$ cat config.mk
export PLATFORM = sky130hd
export DESIGN_NAME = impact_detector_direction_classifier_top_flat
export DESIGN_NICKNAME = d
export VERILOG_FILES = /design/src/idc_pkg.sv /design/src/idc_if.sv /design/src/idc_cfg.sv /design/src/idc_front.sv /design/src/idc_core.sv /design/src/impact_detector_direction_classifier_top.sv /design/src/flat_wrapper.sv
export SDC_FILE = /design/constraint.sdc
export NUM_CORES = 1
export LEC_CHECK = 0
export BUFFER_PORTS_ARGS = -buffer_cell sky130_fd_sc_hd__clkbuf_2
export CAP_MARGIN = 0
export CORE_MARGIN = 2
export CORE_UTILIZATION = 25
export DETAILED_ROUTE_END_ITERATION = 8
export PLACE_DENSITY = 0.41
export SLEW_MARGIN = 20
export SYNTH_ARGS = -nofsm -noshare
export SYNTH_HDL_FRONTEND = slang
export SYNTH_HIERARCHICAL = 1
export SYNTH_SLANG_ARGS = --single-unit
$ cat constraint.sdc
create_clock -name clk -period 11.1 [get_ports clk]
set_input_delay 0.555 -clock clk [delete_from_list [all_inputs] [get_ports clk]]
set_output_delay 0.555 -clock clk [all_outputs]
set_load 0.005 [all_outputs]
$ cat src/idc_pkg.sv
// ----------------------------------------------------------------------------
// Impact detector package
// Shared types, codes and constants of the impact detector and direction
// classifier.
// ----------------------------------------------------------------------------
package idc_pkg;

  // Detection timing.
  localparam logic [2:0]  WINDOW_SAMPLES  = 3'd6;
  localparam logic [1:0]  CALM_NEEDED     = 2'd2;
  localparam logic [31:0] COOL_TIMEOUT_MS = 32'd250;

  // Configuration port geometry.
  localparam int CFG_INDEX_W = 3;
  localparam int CFG_DATA_W  = 18;

  typedef enum logic [CFG_INDEX_W-1:0] {
    REG_OFFSET_X      = 3'd0,
    REG_OFFSET_Y      = 3'd1,
    REG_OFFSET_Z      = 3'd2,
    REG_STYLE         = 3'd3,
    REG_SECOND_PLAYER = 3'd4,
    REG_STRIKE_LEVEL  = 3'd5,
    REG_CALM_LEVEL    = 3'd6,
    REG_AXIS_ZONE     = 3'd7
  } reg_idx_t;

  // Register reset values.
  localparam logic [17:0] STRIKE_LEVEL_RST = 18'd6000;
  localparam logic [17:0] CALM_LEVEL_RST   = 18'd1500;
  localparam logic [16:0] AXIS_ZONE_RST    = 17'd4000;

  typedef enum logic [1:0] {
    PH_READY  = 2'd0,
    PH_DETECT = 2'd1,
    PH_COOL   = 2'd2
  } phase_t;

  localparam logic [1:0] ZONE_MIDDLE = 2'd0;
  localparam logic [1:0] ZONE_LEFT   = 2'd1;
  localparam logic [1:0] ZONE_RIGHT  = 2'd2;

  localparam logic [1:0] LED_RED    = 2'd0;
  localparam logic [1:0] LED_YELLOW = 2'd1;
  localparam logic [1:0] LED_PURPLE = 2'd2;

  localparam logic [1:0] STYLE_ROCK  = 2'd0;
  localparam logic [1:0] STYLE_METAL = 2'd1;

  localparam logic [3:0] BASE_ROCK     = 4'd1;
  localparam logic [3:0] BASE_METAL    = 4'd4;
  localparam logic [3:0] BASE_METAL_P2 = 4'd5;
  localparam logic [3:0] BASE_ALT      = 4'd8;

  typedef struct packed {
    logic signed [15:0] offset_x;
    logic signed [15:0] offset_y;
    logic signed [15:0] offset_z;
    logic [1:0]         style;
    logic               second_player;
    logic [17:0]        strike_level;
    logic [17:0]        calm_level;
    logic [16:0]        axis_zone;
  } cfg_t;

  // One sample after offset removal, as held in the input stage.
  typedef struct packed {
    logic               rearm;
    logic signed [16:0] dy;
    logic [17:0]        mag;
    logic [31:0]        time_ms;
  } sample_t;

endpackage

$ cat src/idc_if.sv
// ----------------------------------------------------------------------------
// Impact detector channels
// Valid/ready channels for accelerometer samples and hit results.
// ----------------------------------------------------------------------------
interface idc_in_if;
  logic               valid;
  logic               ready;
  logic signed [15:0] accel_x;
  logic signed [15:0] accel_y;
  logic signed [15:0] accel_z;
  logic [31:0]        time_ms;
  logic               rearm;

  modport source (output valid, accel_x, accel_y, accel_z, time_ms, rearm, input ready);
  modport sink   (input valid, accel_x, accel_y, accel_z, time_ms, rearm, output ready);
endinterface

interface idc_out_if;
  logic       valid;
  logic       ready;
  logic       hit;
  logic [1:0] zone;
  logic [3:0] track;
  logic [1:0] led_color;
  logic [1:0] phase_now;

  modport source (output valid, hit, zone, track, led_color, phase_now, input ready);
  modport sink   (input valid, hit, zone, track, led_color, phase_now, output ready);
endinterface

$ cat src/idc_cfg.sv
// ----------------------------------------------------------------------------
// Impact detector configuration registers
// Holds the calibration offsets, style and player selection and thresholds.
// ----------------------------------------------------------------------------
module idc_cfg
  import idc_pkg::*;
(
  input  logic                   clk,
  input  logic                   rst_n,
  input  logic                   cfg_we,
  input  logic [CFG_INDEX_W-1:0] cfg_index,
  input  logic [CFG_DATA_W-1:0]  cfg_wdata,
  output cfg_t                   cfg
);

  cfg_t cfg_r;

  always_ff @(posedge clk) begin
    if (!rst_n) begin
      cfg_r.offset_x      <= '0;
      cfg_r.offset_y      <= '0;
      cfg_r.offset_z      <= '0;
      cfg_r.style         <= STYLE_ROCK;
      cfg_r.second_player <= 1'b0;
      cfg_r.strike_level  <= STRIKE_LEVEL_RST;
      cfg_r.calm_level    <= CALM_LEVEL_RST;
      cfg_r.axis_zone     <= AXIS_ZONE_RST;
    end else if (cfg_we) begin
      case (reg_idx_t'(cfg_index))
        REG_OFFSET_X:      cfg_r.offset_x      <= $signed(cfg_wdata[15:0]);
        REG_OFFSET_Y:      cfg_r.offset_y      <= $signed(cfg_wdata[15:0]);
        REG_OFFSET_Z:      cfg_r.offset_z      <= $signed(cfg_wdata[15:0]);
        REG_STYLE:         cfg_r.style         <= cfg_wdata[1:0];
        REG_SECOND_PLAYER: cfg_r.second_player <= cfg_wdata[0];
        REG_STRIKE_LEVEL:  cfg_r.strike_level  <= cfg_wdata[17:0];
        REG_CALM_LEVEL:    cfg_r.calm_level    <= cfg_wdata[17:0];
        REG_AXIS_ZONE:     cfg_r.axis_zone     <= cfg_wdata[16:0];
        default: ;
      endcase
    end
  end

  assign cfg = cfg_r;

endmodule

$ cat src/idc_front.sv
// ----------------------------------------------------------------------------
// Impact detector input stage
// Removes the offsets, forms the L1 magnitude and registers the sample.
// ----------------------------------------------------------------------------
module idc_front
  import idc_pkg::*;
(
  input  logic       clk,
  input  logic       rst_n,
  idc_in_if.sink     in_chan,
  input  cfg_t       cfg,
  input  logic       advance,
  output logic       smp_valid,
  output sample_t    smp
);

  logic               smp_valid_r;
  sample_t            smp_r;
  logic signed [16:0] dx, dy, dz;
  logic [15:0]        ax, ay, az;
  logic               accept;

  assign dx = $signed({in_chan.accel_x[15], in_chan.accel_x})
            - $signed({cfg.offset_x[15], cfg.offset_x});
  assign dy = $signed({in_chan.accel_y[15], in_chan.accel_y})
            - $signed({cfg.offset_y[15], cfg.offset_y});
  assign dz = $signed({in_chan.accel_z[15], in_chan.accel_z})
            - $signed({cfg.offset_z[15], cfg.offset_z});

  // Magnitudes never exceed 65535, so the low 16 bits of the negation suffice.
  assign ax = dx[16] ? 16'(-dx) : dx[15:0];
  assign ay = dy[16] ? 16'(-dy) : dy[15:0];
  assign az = dz[16] ? 16'(-dz) : dz[15:0];

  // The stage takes a new sample when empty or when its sample moves on.
  assign in_chan.ready = !smp_valid_r || advance;
  assign accept        = in_chan.valid && in_chan.ready;

  always_ff @(posedge clk) begin
    if (!rst_n) begin
      smp_valid_r <= 1'b0;
    end else if (in_chan.ready) begin
      smp_valid_r <= in_chan.valid;
    end
  end

  always_ff @(posedge clk) begin
    if (accept) begin
      smp_r.rearm   <= in_chan.rearm;
      smp_r.dy      <= dy;
      smp_r.mag     <= {2'b00, ax} + {2'b00, ay} + {2'b00, az};
      smp_r.time_ms <= in_chan.time_ms;
    end
  end

  assign smp_valid = smp_valid_r;
  assign smp       = smp_r;

endmodule

$ cat src/idc_core.sv
// ----------------------------------------------------------------------------
// Impact detector phase machine and classifier
// Updates the ready/detecting/cooling state and registers one result per
// sample.
// ----------------------------------------------------------------------------
module idc_core
  import idc_pkg::*;
(
  input  logic     clk,
  input  logic     rst_n,
  input  cfg_t     cfg,
  input  logic     smp_valid,
  input  sample_t  smp,
  output logic     advance,
  idc_out_if.source out_chan
);

  phase_t             phase_r, phase_nxt;
  logic [2:0]         wcount_r, wcount_nxt;
  logic [15:0]        peak_hi_r, peak_hi_nxt;
  logic signed [16:0] peak_lo_r, peak_lo_nxt;
  logic [1:0]         calm_r, calm_nxt;
  logic [31:0]        cstart_r, cstart_nxt;

  logic       out_valid_r;
  logic       hit_r, hit_nxt;
  logic [1:0] zone_r, zone_nxt;
  logic [3:0] track_r, track_nxt;
  logic [1:0] led_r, led_nxt;

  logic        alt;
  logic [3:0]  base;
  logic [15:0] neg;
  logic [31:0] elapsed;

  assign advance = smp_valid && (!out_valid_r || out_chan.ready);

  assign alt  = (cfg.style != STYLE_ROCK) && (cfg.style != STYLE_METAL);
  assign base = (cfg.style == STYLE_ROCK) ? BASE_ROCK :
                (!alt ? (cfg.second_player ? BASE_METAL_P2 : BASE_METAL) : BASE_ALT);
  assign elapsed = smp.time_ms - cstart_r;

  // Peak tracking feeds the classifier with the peaks after this sample.
  always_comb begin
    peak_hi_nxt = peak_hi_r;
    peak_lo_nxt = peak_lo_r;
    if (smp.rearm) begin
      peak_hi_nxt = '0;
      peak_lo_nxt = '0;
    end else if (phase_r == PH_READY) begin
      if (smp.mag > cfg.strike_level) begin
        peak_hi_nxt = (!smp.dy[16]) ? smp.dy[15:0] : '0;
        peak_lo_nxt = smp.dy[16] ? smp.dy : '0;
      end
    end else if (phase_r == PH_DETECT) begin
      if (smp.dy > $signed({1'b0, peak_hi_r})) peak_hi_nxt = smp.dy[15:0];
      if (smp.dy < peak_lo_r)                  peak_lo_nxt = smp.dy;
    end
  end

  assign neg = 16'(-peak_lo_nxt);

  always_comb begin
    phase_nxt  = phase_r;
    wcount_nxt = wcount_r;
    calm_nxt   = calm_r;
    cstart_nxt = cstart_r;
    hit_nxt    = 1'b0;
    zone_nxt   = ZONE_MIDDLE;
    track_nxt  = '0;
    led_nxt    = LED_RED;
    if (smp.rearm) begin
      phase_nxt  = PH_READY;
      wcount_nxt = '0;
      calm_nxt   = '0;
    end else begin
      case (phase_r)
        PH_READY: begin
          if (smp.mag > cfg.strike_level) begin
            wcount_nxt = 3'd1;
            phase_nxt  = PH_DETECT;
          end
        end
        PH_DETECT: begin
          wcount_nxt = wcount_r + 3'd1;
          if (wcount_nxt >= WINDOW_SAMPLES) begin
            hit_nxt    = 1'b1;
            cstart_nxt = smp.time_ms;
            calm_nxt   = '0;
            phase_nxt  = PH_COOL;
            if (peak_hi_nxt > neg && {1'b0, peak_hi_nxt} > cfg.axis_zone) begin
              zone_nxt  = ZONE_RIGHT;
              track_nxt = alt ? base + 4'd1 : base + 4'd2;
              led_nxt   = alt ? LED_RED : LED_PURPLE;
            end else if (neg > peak_hi_nxt && {1'b0, neg} > cfg.axis_zone) begin
              zone_nxt  = ZONE_LEFT;
              track_nxt = alt ? base + 4'd2 : base + 4'd1;
              led_nxt   = alt ? LED_PURPLE : LED_RED;
            end else begin
              zone_nxt  = ZONE_MIDDLE;
              track_nxt = base;
              led_nxt   = LED_YELLOW;
            end
          end
        end
        default: begin
          if (smp.mag < cfg.calm_level) begin
            calm_nxt = calm_r + 2'd1;
            if (calm_nxt >= CALM_NEEDED) begin
              phase_nxt = PH_READY;
              calm_nxt  = '0;
            end
          end else if (elapsed > COOL_TIMEOUT_MS) begin
            phase_nxt = PH_READY;
            calm_nxt  = '0;
          end else begin
            calm_nxt = '0;
          end
        end
      endcase
    end
  end

  always_ff @(posedge clk) begin
    if (!rst_n) begin
      phase_r     <= PH_READY;
      wcount_r    <= '0;
      peak_hi_r   <= '0;
      peak_lo_r   <= '0;
      calm_r      <= '0;
      cstart_r    <= '0;
      out_valid_r <= 1'b0;
    end else begin
      if (advance) begin
        phase_r   <= phase_nxt;
        wcount_r  <= wcount_nxt;
        peak_hi_r <= peak_hi_nxt;
        peak_lo_r <= peak_lo_nxt;
        calm_r    <= calm_nxt;
        cstart_r  <= cstart_nxt;
      end
      if (!out_valid_r || out_chan.ready) begin
        out_valid_r <= smp_valid;
      end
    end
  end

  always_ff @(posedge clk) begin
    if (advance) begin
      hit_r   <= hit_nxt;
      zone_r  <= zone_nxt;
      track_r <= track_nxt;
      led_r   <= led_nxt;
    end
  end

  assign out_chan.valid     = out_valid_r;
  assign out_chan.hit       = hit_r;
  assign out_chan.zone      = zone_r;
  assign out_chan.track     = track_r;
  assign out_chan.led_color = led_r;
  assign out_chan.phase_now = phase_r;

endmodule

$ cat src/impact_detector_direction_classifier_top.sv
// ----------------------------------------------------------------------------
// Impact detector and direction classifier, top level
// Detects stick hits from accelerometer samples and classifies their direction.
// ----------------------------------------------------------------------------
// A result request is presented once its sample has passed the input stage
// register and then the result register, and a result stall can hold it there.
// Throughput: one sample per cycle while the result side takes every result;
// each stage register advances whenever the next stage is free or being drained.
// Reset (rst_n low, synchronous) empties both stages, puts the phase machine
// in ready with counters and peaks cleared, and loads the register defaults.
// ----------------------------------------------------------------------------
module impact_detector_direction_classifier_top
  import idc_pkg::*;
(
  input  logic                   clk,
  input  logic                   rst_n,
  idc_in_if.sink                 in_chan,
  idc_out_if.source              out_chan,
  input  logic                   cfg_we,
  input  logic [CFG_INDEX_W-1:0] cfg_index,
  input  logic [CFG_DATA_W-1:0]  cfg_wdata
);

  // Current register values, shared by both stages. Configuration must only be
  // rewritten while no request is in flight; the user, not the block, ensures it.
  cfg_t    cfg;

  // Input stage: offset-corrected Y deviation and L1 magnitude of a sample.
  logic    smp_valid;
  sample_t smp;

  // High when the held sample moves into the result register this cycle.
  logic    advance;

  idc_cfg u_cfg (
    .clk       (clk),
    .rst_n     (rst_n),
    .cfg_we    (cfg_we),
    .cfg_index (cfg_index),
    .cfg_wdata (cfg_wdata),
    .cfg       (cfg)
  );

  // The offset subtraction and the magnitude sum are done before the input
  // register, so the phase machine sees only compares and small updates.
  idc_front u_front (
    .clk       (clk),
    .rst_n     (rst_n),
    .in_chan   (in_chan),
    .cfg       (cfg),
    .advance   (advance),
    .smp_valid (smp_valid),
    .smp       (smp)
  );

  // The phase machine updates its state and loads the result register in the
  // same cycle, so the following sample already sees the new phase.
  idc_core u_core (
    .clk       (clk),
    .rst_n     (rst_n),
    .cfg       (cfg),
    .smp_valid (smp_valid),
    .smp       (smp),
    .advance   (advance),
    .out_chan  (out_chan)
  );

endmodule

$ cat src/flat_wrapper.sv
// flat-port wrapper written by rule: the top's interface ports become plain ports
module impact_detector_direction_classifier_top_flat import idc_pkg::*;
  (clk, rst_n, cfg_we, cfg_index, cfg_wdata, in_chan_valid, in_chan_accel_x, in_chan_accel_y, in_chan_accel_z, in_chan_time_ms, in_chan_rearm, in_chan_ready, out_chan_valid, out_chan_hit, out_chan_zone, out_chan_track, out_chan_led_color, out_chan_phase_now, out_chan_ready);
  idc_in_if in_chan_i ();
  idc_out_if out_chan_i ();
  input  logic clk;
  input  logic rst_n;
  input  logic cfg_we;
  input  logic [CFG_INDEX_W-1:0] cfg_index;
  input  logic [CFG_DATA_W-1:0] cfg_wdata;
  input wire logic [$bits(in_chan_i.valid)-1:0] in_chan_valid;
  input wire logic [$bits(in_chan_i.accel_x)-1:0] in_chan_accel_x;
  input wire logic [$bits(in_chan_i.accel_y)-1:0] in_chan_accel_y;
  input wire logic [$bits(in_chan_i.accel_z)-1:0] in_chan_accel_z;
  input wire logic [$bits(in_chan_i.time_ms)-1:0] in_chan_time_ms;
  input wire logic [$bits(in_chan_i.rearm)-1:0] in_chan_rearm;
  output wire logic [$bits(in_chan_i.ready)-1:0] in_chan_ready;
  output wire logic [$bits(out_chan_i.valid)-1:0] out_chan_valid;
  output wire logic [$bits(out_chan_i.hit)-1:0] out_chan_hit;
  output wire logic [$bits(out_chan_i.zone)-1:0] out_chan_zone;
  output wire logic [$bits(out_chan_i.track)-1:0] out_chan_track;
  output wire logic [$bits(out_chan_i.led_color)-1:0] out_chan_led_color;
  output wire logic [$bits(out_chan_i.phase_now)-1:0] out_chan_phase_now;
  input wire logic [$bits(out_chan_i.ready)-1:0] out_chan_ready;
  assign in_chan_i.valid = in_chan_valid;
  assign in_chan_i.accel_x = in_chan_accel_x;
  assign in_chan_i.accel_y = in_chan_accel_y;
  assign in_chan_i.accel_z = in_chan_accel_z;
  assign in_chan_i.time_ms = in_chan_time_ms;
  assign in_chan_i.rearm = in_chan_rearm;
  assign in_chan_ready = in_chan_i.ready;
  assign out_chan_valid = out_chan_i.valid;
  assign out_chan_hit = out_chan_i.hit;
  assign out_chan_zone = out_chan_i.zone;
  assign out_chan_track = out_chan_i.track;
  assign out_chan_led_color = out_chan_i.led_color;
  assign out_chan_phase_now = out_chan_i.phase_now;
  assign out_chan_i.ready = out_chan_ready;
  impact_detector_direction_classifier_top u_core (.clk(clk), .rst_n(rst_n), .in_chan(in_chan_i), .out_chan(out_chan_i), .cfg_we(cfg_we), .cfg_index(cfg_index), .cfg_wdata(cfg_wdata));
endmodule
==> qor.tcl <==
set qor(status) {completed}
set qor(maxSlewViolCount) 0
set qor(synth_top_cell_by_area) {dfxtp_1}
set qor(worstMarginPinSlew_ns) 1.083
set qor(detail_route.drc_violations) 0
set qor(wl_um) 62160
set qor(postPlaceCellArea_um2) 20950
set qor(antenna_found_initial) 3
set qor(stdcell_area_um2) 22190
set qor(gp_congestion) 0.8754
set qor(cp_max_fo) 24
set qor(synth.cells.most_frequent) {nand2_1 (254), inv_1 (252), ha_1 (218), dfxtp_1 (178), a21oi_1 (142)}
set qor(critical_path.top_delay_family) {compound AO/OA/AOI/OAI gates}
set qor(wire_per_inst_um) 18.43
set qor(vdd_ir_drop_max_mv) 0.1177
set qor(postCtsSetupBuffers) 0
set qor(worst_path_most_repeated_cell) {ha_1}
set qor(hold_path_class) {in -> reg}
set qor(timing.final.ws_setup_ns) 4.941
set qor(critical_path.startpoint_type) {flip-flop}
set qor(required_ns) 11.53
set qor(antenna_left) 0
set qor(num-fill-cells) 8027
set qor(synth.cell_area_um2) 19280
set qor(skew_ns) 0.03912
set qor(final_net_count) 2661
set qor(timing.fmax_ghz) 0.1624
set qor(antenna_cells) 0
set qor(synth_top_area_share_pct) 18.49
set qor(grt_pass1_wl_um) 94290
set qor(ys_async_sr_fraction_pct) 0
set qor(cts-root-to-sink-buffers) 3
set qor(total_negative_slack_for_setup_checks_ns) 0
set qor(post_cts_hold_buffer_count) 0
set qor(total_power_mw) 3.876
set qor(detail_route.first_pass.iterations) 6
set qor(cts_max_level) 2
set qor(gr-total-overflow) 0
set qor(min_period_ns) 6.159
set qor(clock_tree.root_cell) {clkbuf_16}
set qor(yosys-top-cells-area) {dfxtp_1 (18%), ha_1 (14%), edfxtp_1 (12%), mux2i_1 (5.8%), nand2_1 (4.9%)}
set qor(clk_transition_reported_paths_ns) 0.06
set qor(final-setup-viol-count) 0
set qor(cp-end-kind) {flip-flop}
set qor(timing_worst_setup_path_type) {reg -> reg}
set qor(post_cts_resize_count) 0
set qor(timing.critical_path.arrival_ns) 6.59
set qor(p_leak_nw) 9.236
set qor(syn_inst_count) 2222
set qor(synth_top_flop_cell) {dfxtp_1}
set qor(grt_pass1_vias) 16080
set qor(timing.critical_path.cells) {ha_1, a21oi_1, a21boi_0, o311ai_0, nand2_1, mux2i_1, o2bb2ai_1, buf_4, a22oi_1, ha_1, nand4_1, nor3b_1, xor2_1, ha_1, nand4_1, nor2_1, and3_1, a41oi_1, nand2_1, a311oi_1, nand3_1, mux2i_1}
set qor(slowest_delay_ns) 0.65
set qor(synth-edff-count) 77
set qor(period_share_pct) 55.49
set qor(p_per_area_nw_per_um2) 174.6
set qor(clk-insertion-delay-late_ns) 0.58
set qor(avgViaCountPerCell) 4.792
set qor(max_cap_viols) 0
set qor(preCtsSetupSlack_ns) 4.715
set qor(critical-path-slowest-cell) {o311ai_0}
set qor(synth-seq-area-share_pct) 30.48
set qor(rsz0062_at_grt) {false}
set qor(area_growth_syn_to_layout_pct) 15.13
set qor(tritoncts) {built}
set qor(critPathBufInv) 1
set qor(std_cell_rows) 101
set qor(die_area_um2) 79350
set qor(synth_nets) 2568
set qor(hpwl_after_detailed_placement_um) 47640
set qor(drt_iter0_markers) 988
set qor(y_dimension_of_the_die_um) 281.7
set qor(routed-via-count) 16160
set qor(clkSinkCount) 255
set qor(post_synth.cell_area_avg_um2) 8.676
set qor(gr-usage-all-layers_pct) 15.45
set qor(synth_cell_type_count) 98
set qor(report.final.hold_viol_count) 0
set qor(chipWidth_um) 281.7
set qor(place.port_buffers) 119
set qor(yosys_warnings) 6
set qor(max_slew_margin_pct) 25.94
set qor(start_util_pct) 25.30
set qor(core_um2) 76200
set qor(ys_seq_elements) 255
set qor(post_route_cells_drive_above_1_share_pct) 10.29
set qor(pin_count) 120
set qor(cts_bufs_inserted) 36
set qor(grt_start_max_net_pins) 72
set qor(synth_most_common_cell) {nand2_1}
-- stage by stage --
stage | instances | utilization (%) | hold WS, ns
after detailed placement | 3306 | 27.50 | 0.4483
after CTS | 3372 | 29.09 | 0.1272
after global placement | 3306 | 27.49 | 0.4427
after global routing | 3373 | 29.13 | 0.1347
final | 3373 | 29.13 | 0.1703
after floorplan | 2222 | - | 0.4347
-- flip-flops by register name, summed over array words and instances, names as in the netlist --
register / cells
u_core/u_front/smp_valid: 1
u_core/u_core/out_chan.valid: 1
u_core/u_core/out_chan.phase_now: 2
u_core/u_core/out_chan.track: 4
u_core/u_core/cstart_r: 32
u_core/u_core/out_chan.zone: 2
u_core/u_core/wcount_r: 3
u_core/u_cfg/cfg: 104
u_core/u_core/calm_r: 2
u_core/u_core/peak_lo_r: 17
u_core/u_core/out_chan.hit: 1
u_core/u_front/smp: 68
u_core/u_core/peak_hi_r: 16
u_core/u_core/out_chan.led_color: 2
-- cell usage in the layout, fill, tap and decap left out, types with 36 or more instances in the layout --
| master | n |
|---|---|
| nor2b_1 | 50 |
| edfxtp_1 | 77 |
| a22o_1 | 36 |
| xnor2_1 | 67 |
| ha_1 | 218 |
| a21o_1 | 39 |
| a22oi_1 | 42 |
| o21ai_0 | 64 |
| nor2_1 | 110 |
| nand2_1 | 254 |
| xor2_1 | 46 |
| mux2i_1 | 112 |
| inv_1 | 251 |
| nand4_1 | 43 |
| a21oi_1 | 142 |
| clkbuf_16 | 38 |
| clkbuf_2 | 118 |
| dfxtp_1 | 178 |
-- power breakdown --
group | internal [mW] | switching, mW | total (mW)
sequential | 1.07 | 0.0564 | 1.13
clock | 0.690 | 0.488 | 1.18
combinational | 0.645 | 0.922 | 1.57
-- final timing paths --
kind                           from                                   to  slack (ns)  depth (start not counted)
max          u_core/u_front/smp[53]  u_core/u_core/out_chan.led_color[1]        4.94                         22
min reg2reg    u_core/u_cfg/cfg[81]                 u_core/u_cfg/cfg[81]        0.45                          2
max reg2reg  u_core/u_front/smp[53]  u_core/u_core/out_chan.led_color[1]        4.94                         22
min             in_chan_time_ms[21]               u_core/u_front/smp[21]        0.17                          1
-- layer usage --
layer / track usage (%) / share of wire, % / vias up
met3: 2.130 / 4.2 / 67
li1: - / - / 8080
met2: 25.43 / 45 / 373
met5: 0 / 0 / -
met1: 20.98 / 48 / 7642
met4: 4.460 / 2.6 / 0
-- cell families after synthesis --
kind of cell               Yosys count  synth area share (%)
and+or+nand+nor                    654                 16.93
AOI/OAI and AO/OA                  515                 18.38
adders and majority gates          239                 16.33
muxes                              113                 5.874
xor gates and xnor gates           113                 5.134
DFF                                255                 30.48
buffers and inverters              333                 6.867
-- worst reg2reg max path, delay by kind of cell, from the launching register on --
kind,cells,cell delay [ns]
AO/OA/AOI/OAI,7,2.23
XOR/XNOR,1,0.32
adder cells (fa/ha/maj),3,1.04
buffers and inverters,1,0.22
flip-flops,1,0.50
multiplexers,2,0.37
AND/OR/NAND/NOR,8,1.36
-- final cells by class --
| cell class | count | area, um2 | area share [%] |
|---|---|---|---|
| well taps | 1030 | 1289 | 5.807 |
| repair buffers | 135 | 738.2 | 3.326 |
| clock buffers | 53 | 1047 | 4.719 |
| multi-input cells | 1634 | 12130 | 54.65 |
| flip-flops and latches | 255 | 5876 | 26.47 |
| clock inverters | 13 | 165.2 | 0.7442 |
| inverters | 253 | 949.7 | 4.279 |
Note: power is estimated with default switching activity, not from simulation.
